==> src/design/link_status_string_watcher_macros.svh <==
// Assertion macros for the link status string watcher.
`ifndef LINK_STATUS_STRING_WATCHER_MACROS_SVH
`define LINK_STATUS_STRING_WATCHER_MACROS_SVH
`ifndef SYNTHESIS
`define LSW_ASSERT_ALWAYS(label, clk, rst, cond) \
  label: assert property (@(posedge clk) disable iff (rst) (cond)) \
    else $error("lsw assertion failed");
`define LSW_ASSERT_SAME(label, clk, rst, ante, cons) \
  label: assert property (@(posedge clk) disable iff (rst) (ante) |-> (cons)) \
    else $error("lsw assertion failed");
`define LSW_ASSERT_NEXT(label, clk, rst, ante, cons) \
  label: assert property (@(posedge clk) disable iff (rst) (ante) |=> (cons)) \
    else $error("lsw assertion failed");
`else
`define LSW_ASSERT_ALWAYS(label, clk, rst, cond)
`define LSW_ASSERT_SAME(label, clk, rst, ante, cons)
`define LSW_ASSERT_NEXT(label, clk, rst, ante, cons)
`endif
`endif

==> src/design/lsw_pkg.sv <==
// Package with phase codes, match strings and the result type of the watcher.
package lsw_pkg;

  localparam int PosW = 4;

  typedef enum logic [1:0] {
    PH_AWAIT_CONNECT = 2'd0,
    PH_AWAIT_EOL     = 2'd1,
    PH_CONNECTED     = 2'd2
  } phase_t;

  localparam logic [PosW-1:0] ConnectLen = 4'd7;
  localparam logic [PosW-1:0] EolLen     = 4'd2;
  localparam logic [PosW-1:0] DisconnLen = 4'd10;

  typedef struct packed {
    logic       data_valid;
    logic [7:0] data_byte;
    logic       link_up_event;
    logic       link_down_event;
    logic [1:0] phase_now;
  } lsw_result_t;

  function automatic logic [7:0] connect_char(input logic [PosW-1:0] pos);
    logic [7:0] c;
    case (pos)
      4'd0:    c = "C";
      4'd1:    c = "O";
      4'd2:    c = "N";
      4'd3:    c = "N";
      4'd4:    c = "E";
      4'd5:    c = "C";
      default: c = "T";
    endcase
    return c;
  endfunction

  function automatic logic [7:0] eol_char(input logic [PosW-1:0] pos);
    logic [7:0] c;
    case (pos)
      4'd0:    c = 8'd13;
      default: c = 8'd10;
    endcase
    return c;
  endfunction

  function automatic logic [7:0] disconn_char(input logic [PosW-1:0] pos);
    logic [7:0] c;
    case (pos)
      4'd0:    c = "D";
      4'd1:    c = "I";
      4'd2:    c = "S";
      4'd3:    c = "C";
      4'd4:    c = "O";
      4'd5:    c = "N";
      4'd6:    c = "N";
      4'd7:    c = "E";
      4'd8:    c = "C";
      default: c = "T";
    endcase
    return c;
  endfunction

endpackage

==> src/design/lsw_ifs.sv <==
// Handshake channel interfaces for received bytes and watcher results.
interface lsw_rx_if;
  logic       valid;
  logic       ready;
  logic [7:0] rx_byte;

  modport source (output valid, output rx_byte, input ready);
  modport sink (input valid, input rx_byte, output ready);
endinterface

interface lsw_res_if;
  logic       valid;
  logic       ready;
  logic       data_valid;
  logic [7:0] data_byte;
  logic       link_up_event;
  logic       link_down_event;
  logic [1:0] phase_now;

  modport source (
    output valid, output data_valid, output data_byte, output link_up_event,
    output link_down_event, output phase_now, input ready
  );
  modport sink (
    input valid, input data_valid, input data_byte, input link_up_event,
    input link_down_event, input phase_now, output ready
  );
endinterface

==> src/design/lsw_step.sv <==
// Phase and match position update for one received byte.
module lsw_step
  import lsw_pkg::*;
(
  input  phase_t                phase,
  input  logic [PosW-1:0]       pos,
  input  logic [7:0]            rx_byte,
  output phase_t                phase_next,
  output logic [PosW-1:0]       pos_next,
  output lsw_result_t           result
);

  logic [7:0]      exp_char;
  logic [PosW-1:0] str_len;
  logic [PosW-1:0] pos_eff;
  logic            hit;
  logic            done;

  always_comb begin
    case (phase)
      PH_CONNECTED: begin
        str_len = DisconnLen;
      end
      PH_AWAIT_EOL: begin
        str_len = EolLen;
      end
      default: begin
        str_len = ConnectLen;
      end
    endcase
    pos_eff = (pos >= str_len) ? '0 : pos;
    case (phase)
      PH_CONNECTED: begin
        exp_char = disconn_char(pos_eff);
      end
      PH_AWAIT_EOL: begin
        exp_char = eol_char(pos_eff);
      end
      default: begin
        exp_char = connect_char(pos_eff);
      end
    endcase
    hit  = (rx_byte == exp_char);
    done = hit && (pos_eff == str_len - 4'd1);
  end

  always_comb begin
    pos_next = (hit && !done) ? pos_eff + 4'd1 : '0;
    case (phase)
      PH_CONNECTED: begin
        phase_next = done ? PH_AWAIT_CONNECT : PH_CONNECTED;
      end
      PH_AWAIT_EOL: begin
        phase_next = done ? PH_CONNECTED : PH_AWAIT_EOL;
      end
      default: begin
        phase_next = done ? PH_AWAIT_EOL : PH_AWAIT_CONNECT;
      end
    endcase
  end

  always_comb begin
    result.data_valid      = (phase == PH_CONNECTED);
    result.data_byte       = (phase == PH_CONNECTED) ? rx_byte : 8'd0;
    result.link_up_event   = (phase == PH_AWAIT_EOL) && done;
    result.link_down_event = (phase == PH_CONNECTED) && done;
    result.phase_now       = phase_next;
  end

endmodule

==> src/design/link_status_string_watcher.sv <==
// Top level of the link status string watcher.
//
// Channel rx carries one received byte per transfer; channel res returns
// exactly one result per byte, in order: forwarded data while connected,
// link up when the line end after CONNECT completes, link down when
// DISCONNECT completes, and the phase after the byte.
// A byte taken from rx sits in the input register, is matched against
// the expected character by the step logic, and moves into the result
// register once that register is empty or being read out; res.valid rises
// with the loaded result, which can then transfer.
// One byte per cycle is sustained while res.ready stays high, set by the
// single compare and advance between the input and result registers.
// Reset clears the valid flags of both registers and puts the watcher in
// the await-connect phase at position zero. When res.ready is low the result
// register holds, the input register fills with one more byte, and rx.ready
// then drops until the result is taken.
`include "link_status_string_watcher_macros.svh"
module link_status_string_watcher
  import lsw_pkg::*;
(
  input  logic      clk,
  input  logic      rst,
  lsw_rx_if.sink    rx,
  lsw_res_if.source res
);

  logic            s1_valid;
  logic [7:0]      s1_byte;
  phase_t          phase;
  phase_t          phase_next;
  logic [PosW-1:0] pos;
  logic [PosW-1:0] pos_next;
  lsw_result_t     step_res;
  logic            s2_load;
  logic            s1_adv;

  assign s2_load  = !res.valid || res.ready;
  assign s1_adv   = s1_valid && s2_load;
  assign rx.ready = !s1_valid || s2_load;

  lsw_step u_step (
    .phase      (phase),
    .pos        (pos),
    .rx_byte    (s1_byte),
    .phase_next (phase_next),
    .pos_next   (pos_next),
    .result     (step_res)
  );

  always_ff @(posedge clk) begin
    if (rst) begin
      s1_valid <= 1'b0;
    end else if (rx.ready) begin
      s1_valid <= rx.valid;
    end
  end

  always_ff @(posedge clk) begin
    if (rx.ready && rx.valid) begin
      s1_byte <= rx.rx_byte;
    end
  end

  // advance match state only when the byte moves on to the result register
  always_ff @(posedge clk) begin
    if (rst) begin
      phase <= PH_AWAIT_CONNECT;
      pos   <= '0;
    end else if (s1_adv) begin
      phase <= phase_next;
      pos   <= pos_next;
    end
  end

  always_ff @(posedge clk) begin
    if (rst) begin
      res.valid <= 1'b0;
    end else if (s2_load) begin
      res.valid <= s1_valid;
    end
  end

  always_ff @(posedge clk) begin
    if (s1_adv) begin
      res.data_valid      <= step_res.data_valid;
      res.data_byte       <= step_res.data_byte;
      res.link_up_event   <= step_res.link_up_event;
      res.link_down_event <= step_res.link_down_event;
      res.phase_now       <= step_res.phase_now;
    end
  end

  `LSW_ASSERT_ALWAYS(a_pos_range, clk, rst, pos < DisconnLen)
  `LSW_ASSERT_SAME(a_no_dual_event, clk, rst, res.valid,
                   !(res.link_up_event && res.link_down_event))
  `LSW_ASSERT_SAME(a_up_connected, clk, rst, res.valid && res.link_up_event,
                   res.phase_now == PH_CONNECTED)
  `LSW_ASSERT_NEXT(a_fwd_connected, clk, rst, s1_adv && phase == PH_CONNECTED,
                   res.valid && res.data_valid)

endmodule

==> src/flat_wrapper.sv <==
// flat-port wrapper written by rule: the top's interface ports become plain ports
module link_status_string_watcher_flat import lsw_pkg::*;
  (clk, rst, rx_valid, rx_rx_byte, rx_ready, res_valid, res_data_valid, res_data_byte, res_link_up_event, res_link_down_event, res_phase_now, res_ready);
  lsw_rx_if rx_i ();
  lsw_res_if res_i ();
  input  logic clk;
  input  logic rst;
  input wire logic [$bits(rx_i.valid)-1:0] rx_valid;
  input wire logic [$bits(rx_i.rx_byte)-1:0] rx_rx_byte;
  output wire logic [$bits(rx_i.ready)-1:0] rx_ready;
  output wire logic [$bits(res_i.valid)-1:0] res_valid;
  output wire logic [$bits(res_i.data_valid)-1:0] res_data_valid;
  output wire logic [$bits(res_i.data_byte)-1:0] res_data_byte;
  output wire logic [$bits(res_i.link_up_event)-1:0] res_link_up_event;
  output wire logic [$bits(res_i.link_down_event)-1:0] res_link_down_event;
  output wire logic [$bits(res_i.phase_now)-1:0] res_phase_now;
  input wire logic [$bits(res_i.ready)-1:0] res_ready;
  assign rx_i.valid = rx_valid;
  assign rx_i.rx_byte = rx_rx_byte;
  assign rx_ready = rx_i.ready;
  assign res_valid = res_i.valid;
  assign res_data_valid = res_i.data_valid;
  assign res_data_byte = res_i.data_byte;
  assign res_link_up_event = res_i.link_up_event;
  assign res_link_down_event = res_i.link_down_event;
  assign res_phase_now = res_i.phase_now;
  assign res_i.ready = res_ready;
  link_status_string_watcher u_core (.clk(clk), .rst(rst), .rx(rx_i), .res(res_i));
endmodule
==> config.mk <==
export PLATFORM = sky130hd
export DESIGN_NAME = link_status_string_watcher_flat
export DESIGN_NICKNAME = d
export VERILOG_FILES = /design/src/design/lsw_pkg.sv /design/src/design/lsw_ifs.sv /design/src/design/lsw_step.sv /design/src/design/link_status_string_watcher.sv /design/src/flat_wrapper.sv
export VERILOG_INCLUDE_DIRS = /design/src /design/src/design
export SDC_FILE = /design/constraint.sdc
export NUM_CORES = 1
export LEC_CHECK = 0
export BUFFER_PORTS_ARGS = -buffer_cell sky130_fd_sc_hd__buf_4
export CELL_PAD_IN_SITES_DETAIL_PLACEMENT = 1
export CELL_PAD_IN_SITES_GLOBAL_PLACEMENT = 1
export CORE_MARGIN = 5
export CORE_UTILIZATION = 47
export CTS_CLUSTER_DIAMETER = 80
export DETAILED_ROUTE_END_ITERATION = 10
export PLACE_DENSITY_LB_ADDON = 0.1
export SLEW_MARGIN = 40
export SYNTH_ARGS = -nofsm -noshare
export SYNTH_HDL_FRONTEND = slang
export SYNTH_SLANG_ARGS = --single-unit
==> constraint.sdc <==
create_clock -name clk -period 8.58 [get_ports clk]
set_input_delay 1.716 -clock clk [delete_from_list [all_inputs] [get_ports clk]]
set_output_delay 1.716 -clock clk [all_outputs]
set_load 0.01 [all_outputs]
* Word-level counts from Yosys, hierarchy flattened
Memories as Yosys holds them, arrays and structs flattened.
Index checks and enable logic that the tools add are counted.
** Operators by class
- Add/subtract/negate cells :: 2
- Muxes and demuxes :: 10
- Reduce and logical (&&, ||, !) cells :: 14
- Order comparisons :: 1
- Equal/unequal tests :: 9
** Operator list (number)
- 5-bit one-hot mux with 4 select lines :: 1
- 8-bit one-hot mux with 2 select lines :: 1
- 4-bit by 2-bit equality test with 1-bit output, second input constant :: 2
- 4-bit by 3-bit equality test with 1-bit output, second input constant :: 2
- 8-bit equality test :: 1
- 4-bit 2-to-1 mux :: 2
- 4-bit one-hot mux with 2 select lines :: 1
- 1-bit logical AND :: 6
- 4-bit by 1-bit adder with 4-bit output, second input constant :: 1
- 4-bit by 1-bit equality test with 1-bit output, second input constant :: 1
- 4-bit equality test :: 1
- 4-bit greater-or-equal comparator :: 1
- 4-bit zero test :: 1
- 2-bit 2-to-1 mux :: 2
- 2-bit one-hot mux with 2 select lines :: 1
- 2-bit OR reduction :: 2
- 4-bit by 1-bit subtractor with 4-bit output, second input constant :: 1
- 1-bit zero test :: 3
- 3-bit 2-to-1 mux :: 1
- 2-bit by 1-bit equality test with 1-bit output, second input constant :: 1
- 2-bit equality test, second input constant :: 1
- 1-bit logical OR :: 2
- 1-bit 2-to-1 mux :: 1
** Storage, ports and cells
- Input port bits :: 12
- Memories :: 1
- Output and inout port bits :: 15
- Word-level logic and storage cells :: 47
- Flip-flop bits (word level) :: 29
- ROM bits :: 80
** Memory list
- (name not given) :: depth 16, bits a word 5, rd ports 1, clocked after Yosys merged registers in 0, wr ports 0, line lsw_pkg.sv:49 : case (pos)

* Logic depth before layout (Yosys ltp)
Gate-level depths: netlist of run 1.
- Depth after elaboration :: 13
- Mapped depth :: 17
- Depth with buffers taken out :: 16

* By module
Synthesis of run 1 repeated with hierarchy kept, for this count alone.
** Second synthesis, totals
- Cell total of the unflattened synthesis :: 170
- Area, all modules :: 1811.7 um^2
** By module, submodules not included
- link_status_string_watcher :: instances 1, area each 988.4 um^2, sequential area each 790.8 um^2, cells each 57
- lsw_step :: instances 1, area each 823.3 um^2, sequential area each 0.0 um^2, cells each 113

* Least setup slack after synthesis of run 1
OpenSTA, ideal clock, no wires.
- Kind :: input port to output port
- Start :: input port res_ready
- End :: output port rx_ready
- Data arrival time :: 2013 ps
- Path slack :: 4851 ps
- Path buffers :: 0
- Stages :: 2
- Data required time :: 6864 ps
- Cells stage by stage :: nor2b_1 > nand2_1
** Between the ends
- Longest elaborated chain between the ends :: 2
** RTL lines
- start: declaration :: line flat_wrapper.sv:17 : input wire logic [$bits(res_i.ready)-1:0] res_ready;
- 1-bit logical OR :: line link_status_string_watcher.sv:37 : assign s2_load = !res.valid || res.ready;
- 1-bit logical OR :: line link_status_string_watcher.sv:39 : assign rx.ready = !s1_valid || s2_load;
- end: declaration :: line flat_wrapper.sv:10 : output wire logic [$bits(rx_i.ready)-1:0] rx_ready;
Every way passes these cells.

==> results.md, run 1 <==
* Post-Synthesis Cells at 166
* Register cell area after layout at 790.8 um^2
* Seq/Total Area, Yosys at 46.37%
* Clk_lat worst skew at 0.33 ns
* Worst-margin pin slew at 0.7194 ns
* Core area at 3416 um^2
* Drt pass-1 iters at 4
* Synth Register Bits at 29
* Dpl hpwl at 3591 um
* CP most frequent cell: ha_1
* Final clock skew at 0.008355 ns
* Die H at 70.24 um
* Fill count at 391
* Share of layout cells above drive strength 1 at 18.56%
* Initial antenna violation count at 0
* CP required at 8.84 ns
* Area added between synthesis and finish at 16.87%
* First-pass GRT wire length at 7507 um
* Fmax at 0.2187 GHz
* Minimum clock period at 4.573 ns
* PostCTS Resize Cnt at 0
* Clock slew at reported path FFs at 0.09 ns
* Clock Sinks at 29
* Overflow left after global routing at 0
* Average cell area after synthesis at 10.27 um^2
* Max-cap viol count at 0
* Maximum VDD drop at 0.09323 mV
* Post-synth cell types at 40
* Via count at 1465
* Static Leak at 0.7915 nW
* HP Class: reg -> reg
* Clock Tree Buf Depth at 2
* Final Setup Violations at 0
* Crit path capture type: flop
* CP Max Fanout at 16
* Setup_tns at 0 ns
* Final hold vios at 0
* DRT iter0 DRCs at 91
* DR vias/cell at 6.104
* Setup bufs post-CTS at 0
* Final Cycle Share at 53.30%
* Worst Path Buf+Inv at 2
* Antenna cells at 0
* Status: finished clean
* Syn. warnings at 0
* Synth area leaders: edfxtp_1, dfxtp_1, ha_1
* GPL Wtd Cong at 0.8781
* PD cells at 156.1 nW/um^2
* Gr usage total at 19.66%
* WL/cell at 19.75 um
* RSZ-0062 raised after global routing: no
* Nets at 215
* Starting density of the core at 49.93%
* CTS tree: built
* Chip Width at 70.24 um
* WL final at 4739 um
* Final slew viol count at 0
* Vias in the first global route at 1518
* Crit Path Class: reg -> reg
* CP cell instances: inv_1 > ha_1 > inv_1 > ha_1 > a21o_1 > a21oi_1 > nand2_1 > ha_1 > or4_1 > o31ai_1 > a31oi_1 > xnor2_1 > nor3_1 > nand4_1 > a21oi_1
* Slew margin rel. at 51.99%
* Placed cell areas at 1918 um^2
* ANT nets after route at 0
* CTS buffer count at 5
* Largest net degree at the start of global routing at 20
* Die ar. at 4933 um^2
* Synth top area share at 36.98%
* Critical Path Max Stage Delay at 0.53 ns
* Area leader, netlist: edfxtp_1
* Final Cell Area at 1993 um^2
* # hold bufs at CTS at 0
* Cell Area, Synth at 1705 um^2
* Row cnt at 21
* Multi-input gate area in the final layout at 837.1 um^2
* CP max-delay cell: nor3_1
* Syn nets at 188
* Post-route DRC violation count at 0
* Family with the most delay on the worst path: simple AND/OR/NAND/NOR gates
* I/O pin count at 27
* CTS H-tree depth at 2
* Clock root buffer: clkbuf_4
* I/O Buffers at 26
* WP data arrival at 4.83 ns
* Startpoint Class: flop
-- worst paths after layout --
| check | startpoint | cells past startpoint | slack, ns | end |
|---|---|---|---|---|
| worst min-delay path | u_core.s1_valid | 2 | 0.54 | u_core.res.valid |
| worst max-delay path | u_core.phase[0] | 15 | 4.01 | u_core.pos[1] |
| worst max register to register | u_core.phase[0] | 15 | 4.01 | u_core.pos[1] |
| worst min register to register | u_core.s1_valid | 2 | 0.54 | u_core.res.valid |
-- final cells by class --
class,count,share of cell area [%]
multi-input cells,121,42.00
well taps,46,2.888
clock inverters,2,1.695
flip-flops and latches,29,39.67
clock buffers,6,2.072
inverters,10,1.883
repair buffers,26,9.793
-- layout by cell type (no fill, tap or decap), types with 2 or more instances in the layout --
cell / netlist / routed
buf_4: 0 / 26
edfxtp_1: 21 / 21
nand2_1: 11 / 11
and2_1: 10 / 10
ha_1: 10 / 10
inv_1: 9 / 9
nor3_1: 8 / 8
dfxtp_1: 8 / 8
nor2_1: 7 / 7
a21oi_1: 7 / 7
nand3_1: 6 / 6
nand4_1: 6 / 6
a21o_1: 5 / 5
xnor2_1: 5 / 5
o21ai_0: 5 / 5
clkbuf_4: 0 / 5
nand2b_1: 4 / 4
a211o_1: 3 / 3
or4_1: 3 / 3
a32oi_1: 3 / 3
a31oi_1: 3 / 3
a211oi_1: 2 / 2
nor2b_1: 2 / 2
and3_1: 2 / 2
o31ai_1: 2 / 2
or3_1: 2 / 2
o22ai_1: 2 / 2
nand3b_1: 2 / 2
xor2_1: 2 / 2
-- report_power, final --
| group | switching, W | internal (W) | total, W | leakage, nW |
|---|---|---|---|---|
| sequential | 0.00000328 | 0.000157 | 0.000160 | 0.273 |
| clock | 0.0000483 | 0.0000606 | 0.000109 | 0.0399 |
| combinational | 0.0000257 | 0.0000167 | 0.0000424 | 0.478 |
| total | 0.0000773 | 0.000234 | 0.000311 | 0.792 |
-- flip-flops by register name, summed over array words and instances (netlist names) --
signal,count
u_core.pos,4
u_core.res.valid,1
u_core.res.link_up_event,1
u_core.s1_valid,1
u_core.res.phase_now,2
u_core.s1_byte,8
u_core.res.data_valid,1
u_core.res.link_down_event,1
u_core.phase,2
u_core.res.data_byte,8
-- stage by stage --
stage,util (%),hold WS [ns],std cells,power [W],setup WS (ns)
final,58.35,0.5373,240,0.0003112,4.007
after global placement,56.15,0.5064,232,0.0002016,4.381
after global routing,58.35,0.5677,240,0.0003256,3.751
after CTS,58.35,0.5448,240,0.0003122,4.045
after detailed placement,56.15,0.5315,232,0.0002045,4.093
after floorplan,-,0.4868,166,0.0001878,4.851
-- routing by layer --
| layer | vias to the layer above | wire length, um | track usage, % |
|---|---|---|---|
| met5 | - | 0 | 0 |
| met3 | 12 | 301 | 4.735 |
| met4 | 0 | 121 | 7.447 |
| met2 | 61 | 2546 | 36.80 |
| met1 | 715 | 1770 | 20.95 |
| li1 | 677 | - | - |
-- cell families (layout without fill, tap and decap cells) --
logic type	count (synthesis)	after routing	synth area share (%)
fa+ha+maj	10	10	7.337
xor+xnor	7	7	3.595
flops	29	29	46.37
compound gates	37	37	15.92
simple gates	66	66	21.64
mux	1	1	0.5870
buf+inv	16	44	4.549
-- worst min-delay path, stage by stage, from the launching register on --
cell and delay [ns]:
dfxtp_1 0.34, nor2_1 0.11, nor2_1 0.05
-- synthesized netlist by cell type --
| cell | number |
|---|---|
| a21oi_1 | 7 |
| a221oi_4 | 1 |
| and2_1 | 10 |
| edfxtp_1 | 21 |
| inv_2 | 1 |
| a21o_1 | 5 |
| nor2_1 | 7 |
| nand3_1 | 6 |
| o211ai_1 | 1 |
| and3_1 | 2 |
| xnor2_1 | 5 |
| buf_6 | 2 |
| or4_1 | 3 |
| or3_1 | 2 |
| o21ai_0 | 5 |
| nand3b_1 | 2 |
| mux2i_1 | 1 |
| inv_1 | 9 |
| clkbuf_1 | 2 |
| and4_4 | 1 |
| buf_2 | 2 |
| a211oi_1 | 2 |
| nand4_1 | 6 |
| nor2b_1 | 2 |
| o31ai_1 | 2 |
| and3b_1 | 1 |
| nand2_1 | 11 |
| a211o_1 | 3 |
| xor2_1 | 2 |
| a221oi_1 | 1 |
| nor3_1 | 8 |
| a32oi_1 | 3 |
| and3_4 | 1 |
| nand2b_1 | 4 |
| o32ai_1 | 1 |
| ha_1 | 10 |
| a31oi_1 | 3 |
| a311oi_1 | 1 |
| dfxtp_1 | 8 |
| o22ai_1 | 2 |
(Power assumes the default switching activity.)
==> run 2, diff against run 1 <==
--- a/config.mk
+++ b/config.mk
@@ -10,7 +10,7 @@
 export CELL_PAD_IN_SITES_DETAIL_PLACEMENT = 1
 export CELL_PAD_IN_SITES_GLOBAL_PLACEMENT = 1
 export CORE_MARGIN = 5
-export CORE_UTILIZATION = 47
+export CORE_UTILIZATION = 39
 export CTS_CLUSTER_DIAMETER = 80
 export DETAILED_ROUTE_END_ITERATION = 10
 export PLACE_DENSITY_LB_ADDON = 0.1
==> constraint.sdc (replaced) <==
create_clock -name clk -period 3.9 [get_ports clk]
set_input_delay 0.78 -clock clk [delete_from_list [all_inputs] [get_ports clk]]
set_output_delay 0.78 -clock clk [all_outputs]
set_load 0.01 [all_outputs]
==> run 2 against run 1 <==
Die area is 17% higher. Core utilization down 6.2 points. Clock skew down 0.0022 ns. Critical path type unchanged. Total power increased by 150%. Sequential cell count unchanged. Routed wire length is 7.1% higher. Clock-buffer cell count is the same. Worst hold slack got worse by 0.013 ns. Critical endpoint is now u_core.res.phase_now[1]. Final cell count increased by 10%. Sequential power up 120%. Cell area grew 12%. Critical path depth is the same.
==> results.md, run 2 (synthesized netlist as in run 1, its figures left out) <==
* Net Sw Frac at 24.30% (was 24.84%)
* Overflow left after global routing at 0 (unchanged)
* Core area at 4294 um^2 (was 3416 um^2)
* Clock Tree Buf Depth at 2 (unchanged)
* Slew margin rel. at 48.35% (was 51.99%)
* Clock power frac at 39.4% (was 35.0%)
* Vias in the first global route at 1629 (was 1518)
* Fill count at 490 (was 391)
* CTS H-tree depth at 2 (unchanged)
* ANT nets after route at 0 (unchanged)
* Util after Layout at 52.13% (was 58.35%)
* CP most frequent cell: ha_1 (unchanged)
* Area added between synthesis and finish at 31.25% (was 16.87%)
* Final Cell Area at 2238 um^2 (was 1993 um^2)
* CTS tree: built (unchanged)
* Hold_sp: u_core.s1_valid (unchanged)
* FF-to-FF setup slack at 0.16 ns (was 4.01 ns)
* Initial antenna violation count at 0 (unchanged)
* Critical Path Max Stage Delay at 0.47 ns (was 0.53 ns)
* Status: finished clean (unchanged)
* Fin cells at 264 (was 240)
* WP data arrival at 3.77 ns (was 4.83 ns)
* RSZ-0062 raised after global routing: no (unchanged)
* Static Leak at 0.9049 nW (was 0.7915 nW)
* Drt pass-1 iters at 4 (unchanged)
* Final clock skew at 0.006197 ns (was 0.008355 ns)
* Fmax at 0.2674 GHz (was 0.2187 GHz)
* Hold EP: u_core.res.valid (unchanged)
* Share of layout cells above drive strength 1 at 32.08% (was 18.56%)
* GPL Wtd Cong at 0.8602 (was 0.8781)
* HP Class: reg -> reg (unchanged)
* Die ar. at 5795 um^2 (was 4933 um^2)
* Gr usage total at 17.80% (was 19.66%)
* Crit Path Class: reg -> reg (unchanged)
* Worst Path Buf+Inv at 2 (unchanged)
* Starting density of the core at 39.71% (was 49.93%)
* FF-to-FF path depth at 15 (unchanged)
* Most frequent cells in the layout: buf_4, edfxtp_1, and2_1 (was buf_4, edfxtp_1, nand2_1)
* Final slew viol count at 0 (unchanged)
* I/O pin count at 27 (unchanged)
* RR Startpoint: u_core.phase[0] (unchanged)
* Combinational power share at 14.9% (was 13.6%)
* WL/cell at 19.23 um (was 19.75 um)
* Worst-margin pin slew at 0.7740 ns (was 0.7194 ns)
* Sequential power share at 45.6% (was 51.4%)
* I/O Buffers at 26 (unchanged)
* Clock Sinks at 29 (unchanged)
* Family with the most delay on the worst path: simple AND/OR/NAND/NOR gates (unchanged)
* Nets at 233 (was 215)
* Startpoint Class: flop (unchanged)
* Hold Path Depth at 2 (unchanged)
* Placed cell areas at 2053 um^2 (was 1918 um^2)
* Multi-input gate area in the final layout at 907.1 um^2 (was 837.1 um^2)
* Max-cap viol count at 0 (unchanged)
* DRT iter0 DRCs at 75 (was 91)
* PD cells at 344.9 nW/um^2 (was 156.1 nW/um^2)
* CTS buffer count at 5 (unchanged)
* Final hold vios at 0 (unchanged)
* First-pass GRT wire length at 8259 um (was 7507 um)
* Dpl hpwl at 3748 um (was 3591 um)
* Setup_tns at 0 ns (unchanged)
* CP Max Fanout at 6 (was 16)
* CP cell instances: inv_1 > ha_2 > inv_2 > ha_1 > and3_4 > a21oi_4 > nand2_2 > ha_1 > and3_1 > a221oi_4 > and3b_2 > or4_1 > and4_4 > nand4_1 > nand2_1 (was inv_1 > ha_1 > inv_1 > ha_1 > a21o_1 > a21oi_1 > nand2_1 > ha_1 > or4_1 > o31ai_1 > a31oi_1 > xnor2_1 > nor3_1 > nand4_1 > a21oi_1)
* CP Depth at 15 (unchanged)
* Clk_lat worst skew at 0.28 ns (was 0.33 ns)
* Most common cell after layout, fill and taps aside: buf_4 (unchanged)
* Register cell area after layout at 792.0 um^2 (was 790.8 um^2)
* # hold bufs at CTS at 0 (unchanged)
* Clock slew at reported path FFs at 0.06 ns (was 0.09 ns)
* Via count at 1511 (was 1465)
* Biggest regs: u_core.res.data_byte (8), u_core.s1_byte (8), u_core.pos (4) (unchanged)
* Worst reg2reg path endpoint: u_core.res.phase_now[1] (was u_core.pos[1])
* WL final at 5077 um (was 4739 um)
* Row cnt at 24 (was 21)
* Largest net degree at the start of global routing at 20 (unchanged)
* Dpl cells at 255 (was 232)
* Psw at 0.0001876 W (was 0.00007730 W)
* Pint at 0.0005844 W (was 0.0002339 W)
* Final Cycle Share at 95.89% (was 53.30%)
* Final Setup Violations at 0 (unchanged)
* Maximum VDD drop at 0.1880 mV (was 0.09323 mV)
* Minimum clock period at 3.740 ns (was 4.573 ns)
* CP max-delay cell: or4_1 (was nor3_1)
* Antenna cells at 0 (unchanged)
* Chip Width at 76.13 um (was 70.24 um)
* Clock root buffer: clkbuf_8 (was clkbuf_4)
* Die H at 76.13 um (was 70.24 um)
* DR vias/cell at 5.723 (was 6.104)
* CP required at 3.93 ns (was 8.84 ns)
* Post-route DRC violation count at 0 (unchanged)
* Crit path capture type: flop (unchanged)
[run 2: layout make-up]
cell class                 count  area share (%)
inverter                      10           1.677
multi-input combinational    121           40.53
timing repair buffer          44           14.76
clock buffer                   6           3.242
clock inverter                 2           1.509
sequential                    29           35.38
tap                           52           2.907
[run 2: worst max path at each step]
stage          slack [ns]                       to             from
2_1_floorplan        0.20  u_core.res.phase_now[0]  u_core.phase[0]
3_3_place_gp        -0.02  u_core.res.phase_now[1]  u_core.phase[0]
3_5_place_dp        -0.16  u_core.res.phase_now[1]  u_core.phase[0]
4_1_cts             0.007  u_core.res.phase_now[1]  u_core.phase[0]
5_1_grt             0.002  u_core.res.phase_now[0]  u_core.phase[0]
6_report             0.16  u_core.res.phase_now[1]  u_core.phase[0]
[run 2: per-layer routing]
layer,global-route usage (%),share of wire (%),vias up
met1,20.68,44,758
met3,4.846,3.9,10
met5,0,0,-
met4,5.070,1.9,0
li1,-,-,712
met2,31.76,50,31
[run 2: through the flow]
stage          total power, W  worst slack, ns  hold WS, ns
2_1_floorplan       0.0004131           0.2015       0.4868
3_3_place_gp        0.0004574         -0.01600       0.5056
3_5_place_dp        0.0004629          -0.1574       0.5161
4_1_cts             0.0007677         0.007069       0.5246
5_1_grt             0.0008082         0.001785       0.5643
6_report            0.0007720           0.1601       0.5245
[run 2: worst register-to-register path, delay by kind of cell, from the launching register on]
kind,cells,cell delay [ns]
buffers and inverters,2,0.11
DFF,1,0.35
adders and majority gates,3,0.88
and+or+nand+nor,8,1.66
AOI/OAI and AO/OA,2,0.49
[run 2: power groups by stage]
stage                     Clock, W  Sequential (W)  Combinational [W]
final                     0.000305        0.000352           0.000115
after global routing      0.000329        0.000354           0.000125
after CTS                 0.000310        0.000352           0.000106
after detailed placement         0        0.000358           0.000105
after global placement           0        0.000358          0.0000998
after floorplan                  0        0.000359          0.0000537
[run 2: timing repair]
item                       in CTS  in global routing
setup buffers                   0                  1
gates cloned                    0                  0
gates resized for setup         2                 15
setup endpoints to repair       9                 10
pin swaps                       0                  6
==> run 3, diff against run 2 <==
--- a/config.mk
+++ b/config.mk
@@ -9,11 +9,11 @@
 export BUFFER_PORTS_ARGS = -buffer_cell sky130_fd_sc_hd__buf_4
 export CELL_PAD_IN_SITES_DETAIL_PLACEMENT = 1
 export CELL_PAD_IN_SITES_GLOBAL_PLACEMENT = 1
-export CORE_MARGIN = 5
 export CORE_UTILIZATION = 39
 export CTS_CLUSTER_DIAMETER = 80
 export DETAILED_ROUTE_END_ITERATION = 10
 export PLACE_DENSITY_LB_ADDON = 0.1
+export REMOVE_ABC_BUFFERS = 1
 export SLEW_MARGIN = 40
 export SYNTH_ARGS = -nofsm -noshare
 export SYNTH_HDL_FRONTEND = slang
==> run 3 against run 2 <==
Total power shrank 8.0%. Cell area fell by 4.0%. Core utilization grew 0.44 points. Sequential share of layout area is 1.5 points higher. Die area decreased by 20%. Critical endpoint is now u_core.res.phase_now[0]. Highest routed layer unchanged.
==> results.md, run 3 (synthesized netlist as in run 1, its figures left out) <==
* Hold WS at 0.5243 ns (was 0.5245 ns)
* CP max-delay cell: or4_1 (unchanged)
* I/O pin count at 27 (unchanged)
* Die ar. at 4641 um^2 (was 5795 um^2)
* Final clock skew at 0.007146 ns (was 0.006197 ns)
* Via count at 1510 (was 1511)
* Vias in the first global route at 1522 (was 1629)
* HP Class: reg -> reg (unchanged)
* Crit path capture type: flop (unchanged)
* Hold_sp: u_core.s1_valid (unchanged)
* Hold Path Depth at 2 (unchanged)
* DR vias/cell at 5.898 (was 5.723)
* First-pass GRT wire length at 7562 um (was 8259 um)
* Clock root buffer: clkbuf_8 (unchanged)
* Most common cell after layout, fill and taps aside: buf_4 (unchanged)
* Final hold vios at 0 (unchanged)
* Fill count at 458 (was 490)
* Status: finished clean (unchanged)
* CP Max Fanout at 5 (was 6)
* Final slew viol count at 0 (unchanged)
* Drt pass-1 iters at 4 (unchanged)
* Worst-margin pin slew at 0.7507 ns (was 0.7740 ns)
* Slew margin rel. at 49.90% (was 48.35%)
* Area added between synthesis and finish at 25.97% (was 31.25%)
* Static Leak at 0.8568 nW (was 0.9049 nW)
* Initial antenna violation count at 0 (unchanged)
* CTS H-tree depth at 2 (unchanged)
* Util after Layout at 52.57% (was 52.13%)
* Dpl cells at 245 (was 255)
* WL final at 4985 um (was 5077 um)
* Setup WS pre-CTS at -0.02705 ns (was -0.1574 ns)
* Die H at 68.13 um (was 76.13 um)
* I/O Buffers at 26 (unchanged)
* Clock Tree Buf Depth at 2 (unchanged)
* WP data arrival at 3.82 ns (was 3.77 ns)
* Chip Width at 68.13 um (was 76.13 um)
* CTS tree: built (unchanged)
* Critical Path Max Stage Delay at 0.56 ns (was 0.47 ns)
* FF-to-FF path depth at 15 (unchanged)
* Starting density of the core at 41.73% (was 39.71%)
* Biggest regs: u_core.res.data_byte (8), u_core.s1_byte (8), u_core.pos (4) (unchanged)
* Worst reg2reg path endpoint: u_core.res.phase_now[0] (was u_core.res.phase_now[1])
* Final setup margin at 0.1110 ns (was 0.1601 ns)
* Row cnt at 23 (was 24)
* Setup_tns at 0 ns (unchanged)
* Final Cycle Share at 97.15% (was 95.89%)
* Overflow left after global routing at 0 (unchanged)
* Post-route DRC violation count at 0 (unchanged)
* DRT iter0 DRCs at 134 (was 75)
* Most frequent cells in the layout: buf_4, edfxtp_1, nand2_1, and2_1 (was buf_4, edfxtp_1, and2_1)
* Nets at 227 (was 233)
* Clk_lat worst skew at 0.28 ns (about the same)
* CP required at 3.93 ns (about the same)
* # hold bufs at CTS at 0 (unchanged)
* GPL Wtd Cong at 0.9285 (was 0.8602)
* Largest net degree at the start of global routing at 20 (unchanged)
* Clock Sinks at 29 (unchanged)
* ANT nets after route at 0 (unchanged)
* Dpl hpwl at 3590 um (was 3748 um)
* Clock slew at reported path FFs at 0.07 ns (was 0.06 ns)
* Fin cells at 256 (was 264)
* Max-cap viol count at 0 (unchanged)
* Crit Path Class: reg -> reg (unchanged)
* Gr usage total at 23.23% (was 17.80%)
* PD cells at 330.7 nW/um^2 (was 344.9 nW/um^2)
* FF-to-FF setup slack at 0.11 ns (was 0.16 ns)
* Startpoint Class: flop (unchanged)
* Fmax at 0.2639 GHz (was 0.2674 GHz)
* Maximum VDD drop at 0.2244 mV (was 0.1880 mV)
* WL/cell at 19.47 um (was 19.23 um)
* Minimum clock period at 3.789 ns (was 3.740 ns)
* Antenna cells at 0 (unchanged)
* CTS buffer count at 5 (unchanged)
* RR Startpoint: u_core.phase[0] (unchanged)
* Share of layout cells above drive strength 1 at 29.13% (was 32.08%)
* Core area at 4086 um^2 (was 4294 um^2)
* Hold EP: u_core.res.valid (unchanged)
* CP cell instances: inv_1 > ha_2 > inv_2 > ha_1 > and3_4 > a21oi_4 > nand2_1 > ha_2 > or4_1 > o31ai_4 > and3b_1 > or4_1 > nand4_1 > o211ai_1 > nand2_1 (was inv_1 > ha_2 > inv_2 > ha_1 > and3_4 > a21oi_4 > nand2_2 > ha_1 > and3_1 > a221oi_4 > and3b_2 > or4_1 > and4_4 > nand4_1 > nand2_1)
* Final Setup Violations at 0 (unchanged)
run 3: cell count changes in the layout (fill, tap and decap cells not counted), sizes merged:
cell,change
buf,-6
bufinv,-1
clkbuf,-1
clkinv,+1
clkinvlp,+1
run 3: critical path: cells and delay by family, from the launching register on:
kind                       cells  cell delay, ns
DFF                            1            0.35
and+or+nand+nor                7            1.58
buffers and inverters          2            0.11
adders and majority gates      3            0.86
AOI/OAI and AO/OA              3            0.62
run 3: worst max path at each step:
stage / startpoint / end / cells after the start
after floorplan: u_core.phase[0] / u_core.res.phase_now[0] / 16
after global placement: u_core.phase[0] / u_core.res.phase_now[1] / 15
after detailed placement: u_core.phase[0] / u_core.res.phase_now[1] / 15
after CTS: u_core.phase[0] / u_core.res.phase_now[0] / 15
after global routing: u_core.phase[0] / u_core.res.phase_now[0] / 16
final: u_core.phase[0] / u_core.res.phase_now[0] / 15
run 3: repair_timing:
item | 4_1_cts | 5_1_grt
endpoints found under the setup margin | 3 | 10
setup buffers | 0 | 3
cloned | 0 | 0
pin swaps | 1 | 5
resized for setup | 2 | 11
run 3: final cells by class:
| cell class | instances | area [um^2] | share of cell area (%) |
|---|---|---|---|
| inverter | 10 | 37.54 | 1.747 |
| timing repair buffer | 38 | 285.3 | 13.28 |
| clock inverter | 3 | 17.52 | 0.8154 |
| clock buffer | 5 | 68.82 | 3.203 |
| sequential | 29 | 792.0 | 36.87 |
| multi-input combinational | 121 | 884.6 | 41.18 |
| tap | 50 | 62.56 | 2.912 |
run 3: per-stage QoR:
step           instance area [um^2]  power (W)
2_1_floorplan                  1665  0.0004112
3_3_place_gp                   1991  0.0004546
3_5_place_dp                   1991  0.0004590
4_1_cts                        2081  0.0007037
5_1_grt                        2148  0.0007396
6_report                       2148  0.0007105
run 3: report_power, final:
| part | internal, W | total [W] | switching (W) | leakage (nW) |
|---|---|---|---|---|
| clock network | 0.000123 | 0.000245 | 0.000122 | 0.0439 |
| logic | 0.0000498 | 0.000114 | 0.0000638 | 0.539 |
| registers | 0.000345 | 0.000352 | 0.00000678 | 0.274 |
run 3: layer usage:
metal / GRT usage [%] / share of wire [%] / vias up / routed length [um]
met5: 0 / 0 / - / 0
met1: 28.13 / 41 / 743 / 2025
met3: 4.333 / 4.4 / 8 / 221
li1: - / - / 699 / -
met4: 11.72 / 2.2 / 0 / 111
met2: 38.97 / 53 / 60 / 2627
